$ cat src/rtl/lra_pkg.sv
// Shared types, constants and register-number tables for the lifetime register allocator.
package lra_pkg;

   localparam int FIXED_VREGS = 7;
   localparam int SLOT_MAX    = 16;
   localparam int PHYS_W      = 4;

   typedef logic [PHYS_W-1:0] phys_type;

   typedef struct packed {
      logic claim;
      logic clr_busy;
      logic upd_expiry;
   } slot_cmd_type;

   typedef struct packed {
      logic busy;
      logic mine;
      logic expired;
   } slot_status_type;

   // RDI, RSI, RDX, RCX, R8, R9, RAX
   function automatic phys_type fixed_phys(input logic [2:0] vreg);
      phys_type p;
      case (vreg)
         3'd0: p = 4'd7 - 4'd2;
         3'd1: p = 4'd4;
         3'd2: p = 4'd2;
         3'd3: p = 4'd1;
         3'd4: p = 4'd8;
         3'd5: p = 4'd9;
         3'd6: p = 4'd0;
         default: p = 4'd0;
      endcase
      return p;
   endfunction

   // R15, R14, R13, R12, R11, R10, RBX, repeating every seven slots
   function automatic phys_type slot_phys(input logic [3:0] idx);
      phys_type p;
      case (idx)
         4'd0, 4'd7, 4'd14: p = 4'd15;
         4'd1, 4'd8, 4'd15: p = 4'd14;
         4'd2, 4'd9:        p = 4'd13;
         4'd3, 4'd10:       p = 4'd12;
         4'd4, 4'd11:       p = 4'd11;
         4'd5, 4'd12:       p = 4'd10;
         4'd6, 4'd13:       p = 4'd3;
         default:           p = 4'd0;
      endcase
      return p;
   endfunction

endpackage

$ cat src/rtl/lra_req_if.sv
// Request channel: virtual register, end of live range and current time step.
interface lra_req_if #(
   parameter int VREG_BITS = 8,
   parameter int TIME_BITS = 16
);
   logic                 valid;
   logic                 ready;
   logic [VREG_BITS-1:0] virtual_reg;
   logic [TIME_BITS-1:0] range_end;
   logic [TIME_BITS-1:0] now;

   modport source (output valid, output virtual_reg, output range_end, output now,
                   input ready);
   modport sink   (input valid, input virtual_reg, input range_end, input now,
                   output ready);
endinterface

$ cat src/rtl/lra_rsp_if.sv
// Response channel: physical register number and out-of-registers flag.
interface lra_rsp_if;
   logic       valid;
   logic       ready;
   logic [3:0] phys_reg;
   logic       out_of_registers;

   modport source (output valid, output phys_reg, output out_of_registers, input ready);
   modport sink   (input valid, input phys_reg, input out_of_registers, output ready);
endinterface

$ cat src/rtl/lra_slots.sv
// Slot file with the shared owner/expiry compare unit used by the scan.
module lra_slots
   import lra_pkg::*;
#(
   parameter int GP_SLOTS  = 7,
   parameter int VREG_BITS = 8,
   parameter int TIME_BITS = 16,
   parameter int IDX_W     = 3
) (
   input  logic                 clock,
   input  logic                 reset,
   input  logic [IDX_W-1:0]     rd_idx,
   input  logic [IDX_W-1:0]     wr_idx,
   input  slot_cmd_type         cmd,
   input  logic [VREG_BITS-1:0] vreg,
   input  logic [TIME_BITS-1:0] range_end,
   input  logic [TIME_BITS-1:0] now,
   output slot_status_type      status
);

   logic [GP_SLOTS-1:0]  busy_ff;
   logic [GP_SLOTS-1:0]  busy_in;
   logic [VREG_BITS-1:0] owner_ff  [GP_SLOTS];
   logic [TIME_BITS-1:0] expiry_ff [GP_SLOTS];
   logic [TIME_BITS-1:0] exp_sel;
   logic                 mine;

   always_comb begin
      mine           = (owner_ff[rd_idx] == vreg);
      exp_sel        = mine ? range_end : expiry_ff[rd_idx];
      status.busy    = busy_ff[rd_idx];
      status.mine    = mine;
      status.expired = (exp_sel < now);
   end

   always_comb begin
      busy_in = busy_ff;
      if (cmd.clr_busy) begin
         busy_in[rd_idx] = 1'b0;
      end
      if (cmd.claim) begin
         busy_in[wr_idx] = 1'b1;
      end
   end

   always_ff @(posedge clock) begin
      if (reset) begin
         busy_ff <= '0;
      end else begin
         busy_ff <= busy_in;
      end
   end

   always_ff @(posedge clock) begin
      if (cmd.upd_expiry) begin
         expiry_ff[rd_idx] <= range_end;
      end
      if (cmd.claim) begin
         owner_ff[wr_idx]  <= vreg;
         expiry_ff[wr_idx] <= range_end;
      end
   end

   a_clr_only_busy: assert property (@(posedge clock) disable iff (reset)
      cmd.clr_busy |-> status.busy)
      else $error("release of a free slot");

   a_claim_sets_busy: assert property (@(posedge clock) disable iff (reset)
      cmd.claim |=> busy_ff[$past(wr_idx)])
      else $error("claimed slot not marked busy");

   a_claim_alone: assert property (@(posedge clock) disable iff (reset)
      cmd.claim |-> (!cmd.clr_busy && !cmd.upd_expiry))
      else $error("claim overlaps a scan update");

   a_upd_on_hit: assert property (@(posedge clock) disable iff (reset)
      cmd.upd_expiry |-> (status.busy && status.mine && !status.expired))
      else $error("expiry update without a live hit");

endmodule

$ cat src/rtl/lifetime_register_allocator.sv
// Top level: linear-scan register allocator with a one-slot-per-cycle scan sequencer.
//
//   channel  dir  fields                                  transaction
//   req_ch   in   virtual_reg, range_end, now             valid & ready
//   rsp_ch   out  phys_reg, out_of_registers              valid & ready
//
// A fixed virtual register (0 to 6) skips the scan and goes straight from accept to completion.
// Any other steps through each slot in turn via the shared compare unit, then claims,
// loads the response register and presents it; a hit stops the scan early and skips the claim.
// Reset clears every slot's busy mark; owners and expiries need no clearing.
// A new request is taken while the previous response waits; a stalled response
// holds the finished result until its register frees.
module lifetime_register_allocator
   import lra_pkg::*;
#(
   parameter int GP_SLOTS  = 7,
   parameter int VREG_BITS = 8,
   parameter int TIME_BITS = 16
) (
   input  logic   clock,
   input  logic   reset,
   lra_req_if.sink   req_ch,
   lra_rsp_if.source rsp_ch
);

   localparam int IDX_W = (GP_SLOTS > 1) ? $clog2(GP_SLOTS) : 1;
   localparam logic [IDX_W-1:0] LAST_IDX = IDX_W'(GP_SLOTS - 1);

   typedef enum logic [3:0] {
      ST_IDLE  = 4'b0001,
      ST_SCAN  = 4'b0010,
      ST_CLAIM = 4'b0100,
      ST_DONE  = 4'b1000
   } state_type;

   state_type            state_ff, state_in;
   logic [IDX_W-1:0]     idx_ff, idx_in;
   logic [IDX_W-1:0]     free_idx_ff, free_idx_in;
   logic                 free_found_ff, free_found_in;
   logic [VREG_BITS-1:0] vreg_ff, vreg_in;
   logic [TIME_BITS-1:0] end_ff, end_in;
   logic [TIME_BITS-1:0] now_ff, now_in;
   phys_type             res_phys_ff, res_phys_in;
   logic                 res_oor_ff, res_oor_in;
   logic                 rsp_valid_ff, rsp_valid_in;
   phys_type             rsp_phys_ff, rsp_phys_in;
   logic                 rsp_oor_ff, rsp_oor_in;

   slot_cmd_type         cmd;
   slot_status_type      st;
   logic                 req_take;
   logic                 slot_free;

   lra_slots #(
      .GP_SLOTS  (GP_SLOTS),
      .VREG_BITS (VREG_BITS),
      .TIME_BITS (TIME_BITS),
      .IDX_W     (IDX_W)
   ) u_slots (
      .clock     (clock),
      .reset     (reset),
      .rd_idx    (idx_ff),
      .wr_idx    (free_idx_ff),
      .cmd       (cmd),
      .vreg      (vreg_ff),
      .range_end (end_ff),
      .now       (now_ff),
      .status    (st)
   );

   assign req_ch.ready            = (state_ff == ST_IDLE) && !reset;
   assign req_take                = req_ch.valid && (state_ff == ST_IDLE);
   assign rsp_ch.valid            = rsp_valid_ff;
   assign rsp_ch.phys_reg         = rsp_phys_ff;
   assign rsp_ch.out_of_registers = rsp_oor_ff;
   assign slot_free               = !st.busy || st.expired;

   always_comb begin
      state_in      = state_ff;
      idx_in        = idx_ff;
      free_idx_in   = free_idx_ff;
      free_found_in = free_found_ff;
      vreg_in       = vreg_ff;
      end_in        = end_ff;
      now_in        = now_ff;
      res_phys_in   = res_phys_ff;
      res_oor_in    = res_oor_ff;
      rsp_valid_in  = rsp_valid_ff && !rsp_ch.ready;
      rsp_phys_in   = rsp_phys_ff;
      rsp_oor_in    = rsp_oor_ff;
      cmd           = '0;
      case (state_ff)
         ST_IDLE: begin
            if (req_take) begin
               vreg_in       = req_ch.virtual_reg;
               end_in        = req_ch.range_end;
               now_in        = req_ch.now;
               idx_in        = '0;
               free_found_in = 1'b0;
               if (req_ch.virtual_reg < VREG_BITS'(FIXED_VREGS)) begin
                  res_phys_in = fixed_phys(req_ch.virtual_reg[2:0]);
                  res_oor_in  = 1'b0;
                  state_in    = ST_DONE;
               end else begin
                  state_in    = ST_SCAN;
               end
            end
         end
         ST_SCAN: begin
            cmd.clr_busy = st.busy && st.expired;
            if (st.busy && !st.expired && st.mine) begin
               cmd.upd_expiry = 1'b1;
               res_phys_in    = slot_phys(4'(idx_ff));
               res_oor_in     = 1'b0;
               state_in       = ST_DONE;
            end else begin
               if (slot_free && !free_found_ff) begin
                  free_found_in = 1'b1;
                  free_idx_in   = idx_ff;
               end
               if (idx_ff == LAST_IDX) begin
                  state_in = ST_CLAIM;
               end else begin
                  idx_in = idx_ff + 1'b1;
               end
            end
         end
         ST_CLAIM: begin
            if (free_found_ff) begin
               cmd.claim   = 1'b1;
               res_phys_in = slot_phys(4'(free_idx_ff));
               res_oor_in  = 1'b0;
            end else begin
               res_phys_in = '0;
               res_oor_in  = 1'b1;
            end
            state_in = ST_DONE;
         end
         ST_DONE: begin
            if (!rsp_valid_ff || rsp_ch.ready) begin
               rsp_valid_in = 1'b1;
               rsp_phys_in  = res_phys_ff;
               rsp_oor_in   = res_oor_ff;
               state_in     = ST_IDLE;
            end
         end
         default: begin
            state_in = ST_IDLE;
         end
      endcase
   end

   always_ff @(posedge clock) begin
      if (reset) begin
         state_ff      <= ST_IDLE;
         rsp_valid_ff  <= 1'b0;
         free_found_ff <= 1'b0;
         idx_ff        <= '0;
      end else begin
         state_ff      <= state_in;
         rsp_valid_ff  <= rsp_valid_in;
         free_found_ff <= free_found_in;
         idx_ff        <= idx_in;
      end
   end

   always_ff @(posedge clock) begin
      free_idx_ff <= free_idx_in;
      vreg_ff     <= vreg_in;
      end_ff      <= end_in;
      now_ff      <= now_in;
      res_phys_ff <= res_phys_in;
      res_oor_ff  <= res_oor_in;
      rsp_phys_ff <= rsp_phys_in;
      rsp_oor_ff  <= rsp_oor_in;
   end

   a_oor_phys_zero: assert property (@(posedge clock) disable iff (reset)
      (rsp_valid_ff && rsp_oor_ff) |-> (rsp_phys_ff == '0))
      else $error("failed allocation carries a register number");

   a_fixed_direct: assert property (@(posedge clock) disable iff (reset)
      (req_take && (req_ch.virtual_reg < VREG_BITS'(FIXED_VREGS))) |=> (state_ff == ST_DONE))
      else $error("fixed register entered the scan");

   a_rsp_from_done: assert property (@(posedge clock) disable iff (reset)
      $rose(rsp_valid_ff) |-> ($past(state_ff) == ST_DONE))
      else $error("response raised outside completion");

endmodule

$ cat src/flat_wrapper.sv
// flat-port wrapper written by rule: the top's interface ports become plain ports
module lifetime_register_allocator_flat import lra_pkg::*;
#(
   parameter int GP_SLOTS  = 7,
   parameter int VREG_BITS = 8,
   parameter int TIME_BITS = 16
)
  (clock, reset, req_ch_valid, req_ch_virtual_reg, req_ch_range_end, req_ch_now, req_ch_ready, rsp_ch_valid, rsp_ch_phys_reg, rsp_ch_out_of_registers, rsp_ch_ready);
  lra_req_if #(.VREG_BITS(VREG_BITS), .TIME_BITS(TIME_BITS)) req_ch_i ();
  lra_rsp_if rsp_ch_i ();
  input  logic clock;
  input  logic reset;
  input wire logic [$bits(req_ch_i.valid)-1:0] req_ch_valid;
  input wire logic [$bits(req_ch_i.virtual_reg)-1:0] req_ch_virtual_reg;
  input wire logic [$bits(req_ch_i.range_end)-1:0] req_ch_range_end;
  input wire logic [$bits(req_ch_i.now)-1:0] req_ch_now;
  output wire logic [$bits(req_ch_i.ready)-1:0] req_ch_ready;
  output wire logic [$bits(rsp_ch_i.valid)-1:0] rsp_ch_valid;
  output wire logic [$bits(rsp_ch_i.phys_reg)-1:0] rsp_ch_phys_reg;
  output wire logic [$bits(rsp_ch_i.out_of_registers)-1:0] rsp_ch_out_of_registers;
  input wire logic [$bits(rsp_ch_i.ready)-1:0] rsp_ch_ready;
  assign req_ch_i.valid = req_ch_valid;
  assign req_ch_i.virtual_reg = req_ch_virtual_reg;
  assign req_ch_i.range_end = req_ch_range_end;
  assign req_ch_i.now = req_ch_now;
  assign req_ch_ready = req_ch_i.ready;
  assign rsp_ch_valid = rsp_ch_i.valid;
  assign rsp_ch_phys_reg = rsp_ch_i.phys_reg;
  assign rsp_ch_out_of_registers = rsp_ch_i.out_of_registers;
  assign rsp_ch_i.ready = rsp_ch_ready;
  lifetime_register_allocator #(.GP_SLOTS(GP_SLOTS), .VREG_BITS(VREG_BITS), .TIME_BITS(TIME_BITS)) u_core (.clock(clock), .reset(reset), .req_ch(req_ch_i), .rsp_ch(rsp_ch_i));
endmodule
$ cat config.mk
export PLATFORM = sky130hd
export DESIGN_NAME = lifetime_register_allocator_flat
export DESIGN_NICKNAME = d
export VERILOG_FILES = /design/src/rtl/lra_pkg.sv /design/src/rtl/lra_req_if.sv /design/src/rtl/lra_rsp_if.sv /design/src/rtl/lra_slots.sv /design/src/rtl/lifetime_register_allocator.sv /design/src/flat_wrapper.sv
export SDC_FILE = /design/constraint.sdc
export NUM_CORES = 1
export LEC_CHECK = 0
export BUFFER_PORTS_ARGS = -buffer_cell sky130_fd_sc_hd__buf_2
export CORE_UTILIZATION = 50
export DETAILED_ROUTE_END_ITERATION = 16
export PLACE_DENSITY = 0.64
export SLEW_MARGIN = 20
export SYNTH_ARGS = -nofsm -noshare
export SYNTH_HDL_FRONTEND = slang
export SYNTH_HIERARCHICAL = 1
export SYNTH_SLANG_ARGS = --single-unit
$ cat constraint.sdc
create_clock -name clock -period 8.1 [get_ports clock]
set_clock_uncertainty 0.1 [all_clocks]
set_input_delay 0.405 -clock clock [delete_from_list [all_inputs] [get_ports clock]]
set_output_delay 0.405 -clock clock [all_outputs]
set_load 0.01 [all_outputs]
==> After elaboration in Yosys (flattened, before gate mapping) <==
Memory sizes are Yosys's and may differ from the RTL's. A register that Yosys moved wholly into a read port is not among the register bits.
Index checks and enable logic that the tools add are counted.
{ "op_classes": {"n_mux": 54, "addsub": 1, "eq_ne": 19, "reduce_logical": 28, "bitwise": 4, "magnitude_cmp": 6} }
{ "op_table": {"columns": ["operator", "count"], "rows": [
  ["$mux 4", 9],
  ["$mux 3", 11],
  ["$mux 16", 2],
  ["$pmux 4 s6", 1],
  ["$mux 1", 20],
  ["$lt 16x16->1", 1],
  ["$pmux 4 s4", 1],
  ["$reduce_or 16->1", 1],
  ["$mux 7", 2],
  ["$pmux 4 s3", 1],
  ["$reduce_and 4->1", 3],
  ["$eq 3x3->1 const B", 3],
  ["$logic_and 1x1->1", 9],
  ["$eq 8x8->1", 1],
  ["$lt 3x4->1 const B", 2],
  ["$lt 8x3->1 const B", 1],
  ["$ne 2x1->1 const B", 4],
  ["$and 7x7->7", 1],
  ["$not 7->7", 1],
  ["$or 7x7->7", 1],
  ["$demux 1 s3", 2],
  ["$eq 3x2->1 const B", 2],
  ["$ge 3x1->1 const B", 2],
  ["$logic_not 1->1", 6],
  ["other kinds (20)", 25]
]} }
{ "word_totals": {"mem_count": 4, "in_bits": 44, "wordCells": 129, "rom_bits": 64, "mem_bits_rw": 168, "regBits": 69, "output_inout_bits": 7} }
{ "memory_table": {"columns": ["name", "depth", "width", "rd", "rd_ports_with_merged_regs", "write_ports", "line_no", "text"], "rows": [
  ["u_core.u_slots.expiry_ff", 7, 16, 1, 1, 1, "lra_slots.sv:24", "logic [TIME_BITS-1:0] expiry_ff [GP_SLOTS];"],
  ["u_core.u_slots.owner_ff", 7, 8, 1, 1, 1, "lra_slots.sv:23", "logic [VREG_BITS-1:0] owner_ff [GP_SLOTS];"],
  ["(name not given)", 8, 4, 1, 1, 0, "lra_pkg.sv:41", "case (idx)"],
  ["(name not given)", 8, 4, 1, 1, 0, "lra_pkg.sv:41", null]
]} }

==> Longest topological paths before layout <==
{ "logic_depth": {"word_depth": 11, "ltp_mapped": 23, "depth_no_buf": 20} }

==> By module <==
The synthesis kept the hierarchy.
{ "by_module_without_submodules": {"columns": ["module", "instances", "area_each_um2", "seq_area_each_um2", "cells_per_inst"], "rows": [
  ["lra_slots", 1, 7453.4, 5185.0, 491],
  ["lifetime_register_allocator", 1, 2661.3, 1931.9, 180]
]} }

==> Worst setup path before layout <==
Ideal clock, no wire load.
{ "synth_timing": {"kind": "reg-to-reg", "start": "register u_core.idx_ff[0]", "end": "memory u_core.u_slots.expiry_ff[0][0] (enable)", "synth_period_minus_slack_ns": 5.775, "path_slack_ns": 2.325, "n_path_buf": 2, "arrival_time_ns": 5.264, "path_stages_with_launch": 20, "setup_ns": 0.411, "path_cell_list": "dfxtp_1 -> buf_2 -> mux2_2 -> mux4_2 -> xnor2_1 -> nand4_1 -> nor4b_4 -> buf_6 -> mux2_2 -> ha_1 -> a21o_1 -> a21o_1 -> a21o_1 -> a211oi_1 -> o21ai_0 -> a31oi_1 -> nand3b_1 -> nor2_1 -> nand2_1 -> o21ai_0"} }
{ "synth_rtl": {"columns": ["element", "line_no", "text"], "rows": [
  ["start, declared", "lifetime_register_allocator.sv:37", "logic [IDX_W-1:0] idx_ff, idx_in;"],
  ["start signal, assigned", "lifetime_register_allocator.sv:163", "idx_ff <= idx_in;"],
  ["end, declared", "lra_slots.sv:24", null]
]} }

==> impl_metrics.py <==
metrics = {
    "global_route": {
        "grt_use_total": 0.210,
        "grt_max_degree": 39,
        "grt_pass1_vias": 6131,
        "antenna_found_initial": 0,
        "grt_pass1_wl_um": 32500,
        "grt-ovfl-total": 0,
    },
    "hold_path": {
        "min_delay_path_depth": 1,
        "hold_path_class": "input port to flop",
    },
    "timing": {
        "finalMaxSlewViolations": 0,
        "setup_violations": 0,
        "rsz0062_at_grt": "false",
        "fin_crit_sh": 0.830,
        "max_freq_mhz": 149,
        "setup-tns-final_ns": 0,
        "hold_viol_final": 0,
        "tightest_slew_ns": 0.824,
        "finalCriticalPeriod_ns": 6.72,
        "slew_headroom": 0.448,
    },
    "detailed_routing": {
        "ant_nets": 0,
        "drtPass1Iterations": 5,
        "wl_um": 21000,
        "drtIter0Drc": 454,
        "vias": 5941,
        "viasPerCell": 5.65,
        "wl_per_cell_um": 19.9,
        "remaining_drc_errors": 0,
    },
    "setup_path": {
        "worstSetupPathType": "flop to flop",
        "worstPathCellList": "buf_4, nand2b_1, o22ai_1, o21a_1, nor4_1, nor4b_4, buf_6, mux2_2, ha_1, a21o_1, a21o_1, a21o_1, a21o_1, a211oi_1, o21ai_0, a31oi_1, nand3b_1, a221oi_1, a2111oi_2, a21bo_1",
        "crit_top_cell": "a21o_1",
        "cp_slowest_stage_delay_ns": 0.74,
        "r2r_cells": 20,
        "cp.arrival_ns": 7.02,
        "crit_path_top_delay_cell": "nor4b_4",
        "crit_path_end_kind": "flop",
        "worst_ep_required_time_ns": 8.40,
        "critPathMaxFanout": 38,
        "startpoint_type": "flop",
    },
    "power_and_ir_drop": {
        "p_leak_nw": 4.07,
        "comb_power_share": 0.062,
        "internal_power_w": 0.00212,
        "power.density_mw_per_mm2": 231,
        "swShare": 0.221,
        "peakVddDrop_mv": 0.209,
        "power.switching_w": 0.000602,
        "p_seq_frac": 0.550,
        "pwr-share-clk": 0.388,
    },
    "synth": {
        "synth_seq_cells": 245,
        "yosys_most_used_dff": "edfxtp_1",
        "synth.avg_cell_area_um2": 15.1,
        "syn_inst": 671,
        "ys_types": 56,
        "synthArstFlopShare": 0,
        "seq_area_frac_synth": 0.704,
        "yosys_warnings": 6,
        "synth_edf_count": 221,
        "synth.net_count": 732,
        "syn_area_mm2": 0.0101,
    },
    "clock_tree": {
        "cts_sinks": 245,
        "path_clk_slew_ns": 0.06,
        "cts_tree": "built",
        "root_buffer": "clkbuf_16",
        "clockBufferDepth": 3,
        "worstSkewPairLatency_ns": 0.53,
        "htreeDepth": 1,
        "numCtsBuffers": 25,
    },
    "die": {
        "core-area_mm2": 0.0197,
        "fp-row-count": 51,
        "die-area_mm2": 0.0208,
        "dieWidth_um": 144,
        "initial_utilization": 0.515,
        "num_io_pins": 51,
        "die_y_um": 144,
    },
    "placement": {
        "hpwlAfterDp_um": 13000,
        "gp_congestion": 0.852,
        "port_buffers": 50,
    },
    "layout": {
        "nets": 830,
        "fin_util": 0.600,
        "largestRegisters": "u_core/u_slots/expiry_ff (112), u_core/u_slots/owner_ff (56)",
        "layout_commonest_cell": "edfxtp_1",
        "drive_gt1_frac": 0.206,
        "max_flop_register": "u_core/u_slots/expiry_ff",
        "insertedDiodeCount": 0,
        "syn_to_final_growth_pct": 16.6,
        "final_cell_mix": "edfxtp_1 (221), buf_2 (50), mux2_2 (41)",
        "largest_reg_flops": 112,
    },
    "job": {
        "maxCapViolCount": 0,
    },
    "outcome": {
        "status": "completed",
    },
}
## through the flow
stage          instance area, um^2  setup WS [ns]  power [W]  cells  hold WS (ns)
2_1_floorplan                10100           2.32    0.00161    671         0.300
3_3_place_gp                 10700           1.38    0.00167    969         0.305
3_5_place_dp                 10700           1.26    0.00168    969         0.309
4_1_cts                      11800           1.15    0.00275   1051        0.0234
5_1_grt                      11800           1.03    0.00282   1052        0.0333
6_report                     11800           1.38    0.00272   1052        0.0467
## power groups by stage
stage | Clock [W] | Sequential (W) | Combinational (W)
final | 0.00106 | 0.00150 | 0.000170
after global routing | 0.00113 | 0.00150 | 0.000188
after CTS | 0.00108 | 0.00150 | 0.000170
after detailed placement | 0 | 0.00152 | 0.000155
after global placement | 0 | 0.00152 | 0.000152
after floorplan | 0 | 0.00150 | 0.000113
## kinds of logic after synthesis
group	share of synthesized area
compound gates	0.0896
xor+xnor	0.00693
fa+ha+maj	0.0210
buf+inv	0.0272
flops	0.704
mux	0.0809
simple gates	0.0708
## layer usage
layer,part of all wire,global-route usage,vias to the layer above
met1,0.44,0.266,2965
met5,0,0,-
met2,0.50,0.378,173
met3,0.044,0.0321,23
met4,0.016,0.0504,0
li1,-,-,2780
## path summary, 6_finish.rpt
kind / startpoint / endpoint / slack (ns)
min reg2reg: u_core/res_phys_ff[1] / u_core/rsp_ch.phys_reg[1] / 0.32
max reg2reg: u_core/idx_ff[2] / flop / 1.38
max: u_core/idx_ff[2] / flop / 1.38
min: req_ch_virtual_reg[0] / u_core/vreg_ff[0] / 0.05
## repair_timing
| item | 4_1_cts | 5_1_grt |
|---|---|---|
| hold endpoints to repair | 37 | 0 |
| hold buffers | 37 | 0 |
| setup endpoints to repair | 0 | 0 |
| resized for setup | 0 | 0 |
| buffers inserted | 0 | 0 |
## Yosys cell counts, types with 4 or more instances
cell | instances | area share
o21ai_0 | 40 | 0.020
edfxtp_1 | 221 | 0.66
nand3b_1 | 5 | 0.0037
o221ai_1 | 11 | 0.0095
mux2_2 | 41 | 0.046
a21oi_1 | 29 | 0.014
nand3_1 | 7 | 0.0035
ha_1 | 17 | 0.021
dfxtp_1 | 24 | 0.048
buf_2 | 10 | 0.0049
o21a_1 | 4 | 0.0030
a31oi_1 | 10 | 0.0062
nand2_1 | 38 | 0.014
a22oi_1 | 8 | 0.0059
a21o_1 | 8 | 0.0059
buf_1 | 4 | 0.0015
clkbuf_1 | 14 | 0.0052
nor2b_1 | 5 | 0.0031
nor2_1 | 32 | 0.012
nand4_1 | 4 | 0.0025
xnor2_1 | 5 | 0.0043
or3_1 | 5 | 0.0031
mux4_2 | 9 | 0.020
nor3_1 | 8 | 0.0040
o22ai_1 | 20 | 0.012
mux2i_1 | 12 | 0.012
nand2b_1 | 4 | 0.0025
inv_1 | 31 | 0.012
## critical path, delay by kind of cell (launching register included)
kind                       cells  cell delay [ns]
AOI/OAI and AO/OA             12             2.96
and+or+nand+nor                4             2.04
buffers and inverters          2             0.63
muxes                          1             0.34
DFF                            1             0.33
adders and majority gates      1             0.18
## final cells by class
| cell class | count | area [um^2] |
|---|---|---|
| Sequential cell | 245 | 7120 |
| Inverter | 32 | 120 |
| Clock inverter | 15 | 106 |
| Clock buffer | 30 | 644 |
| Multi-Input combinational cell | 362 | 2720 |
| Tap cell | 265 | 332 |
| Timing Repair Buffer | 103 | 744 |
| Fill cell | 1526 | 7870 |
(Power assumes the default switching activity.)
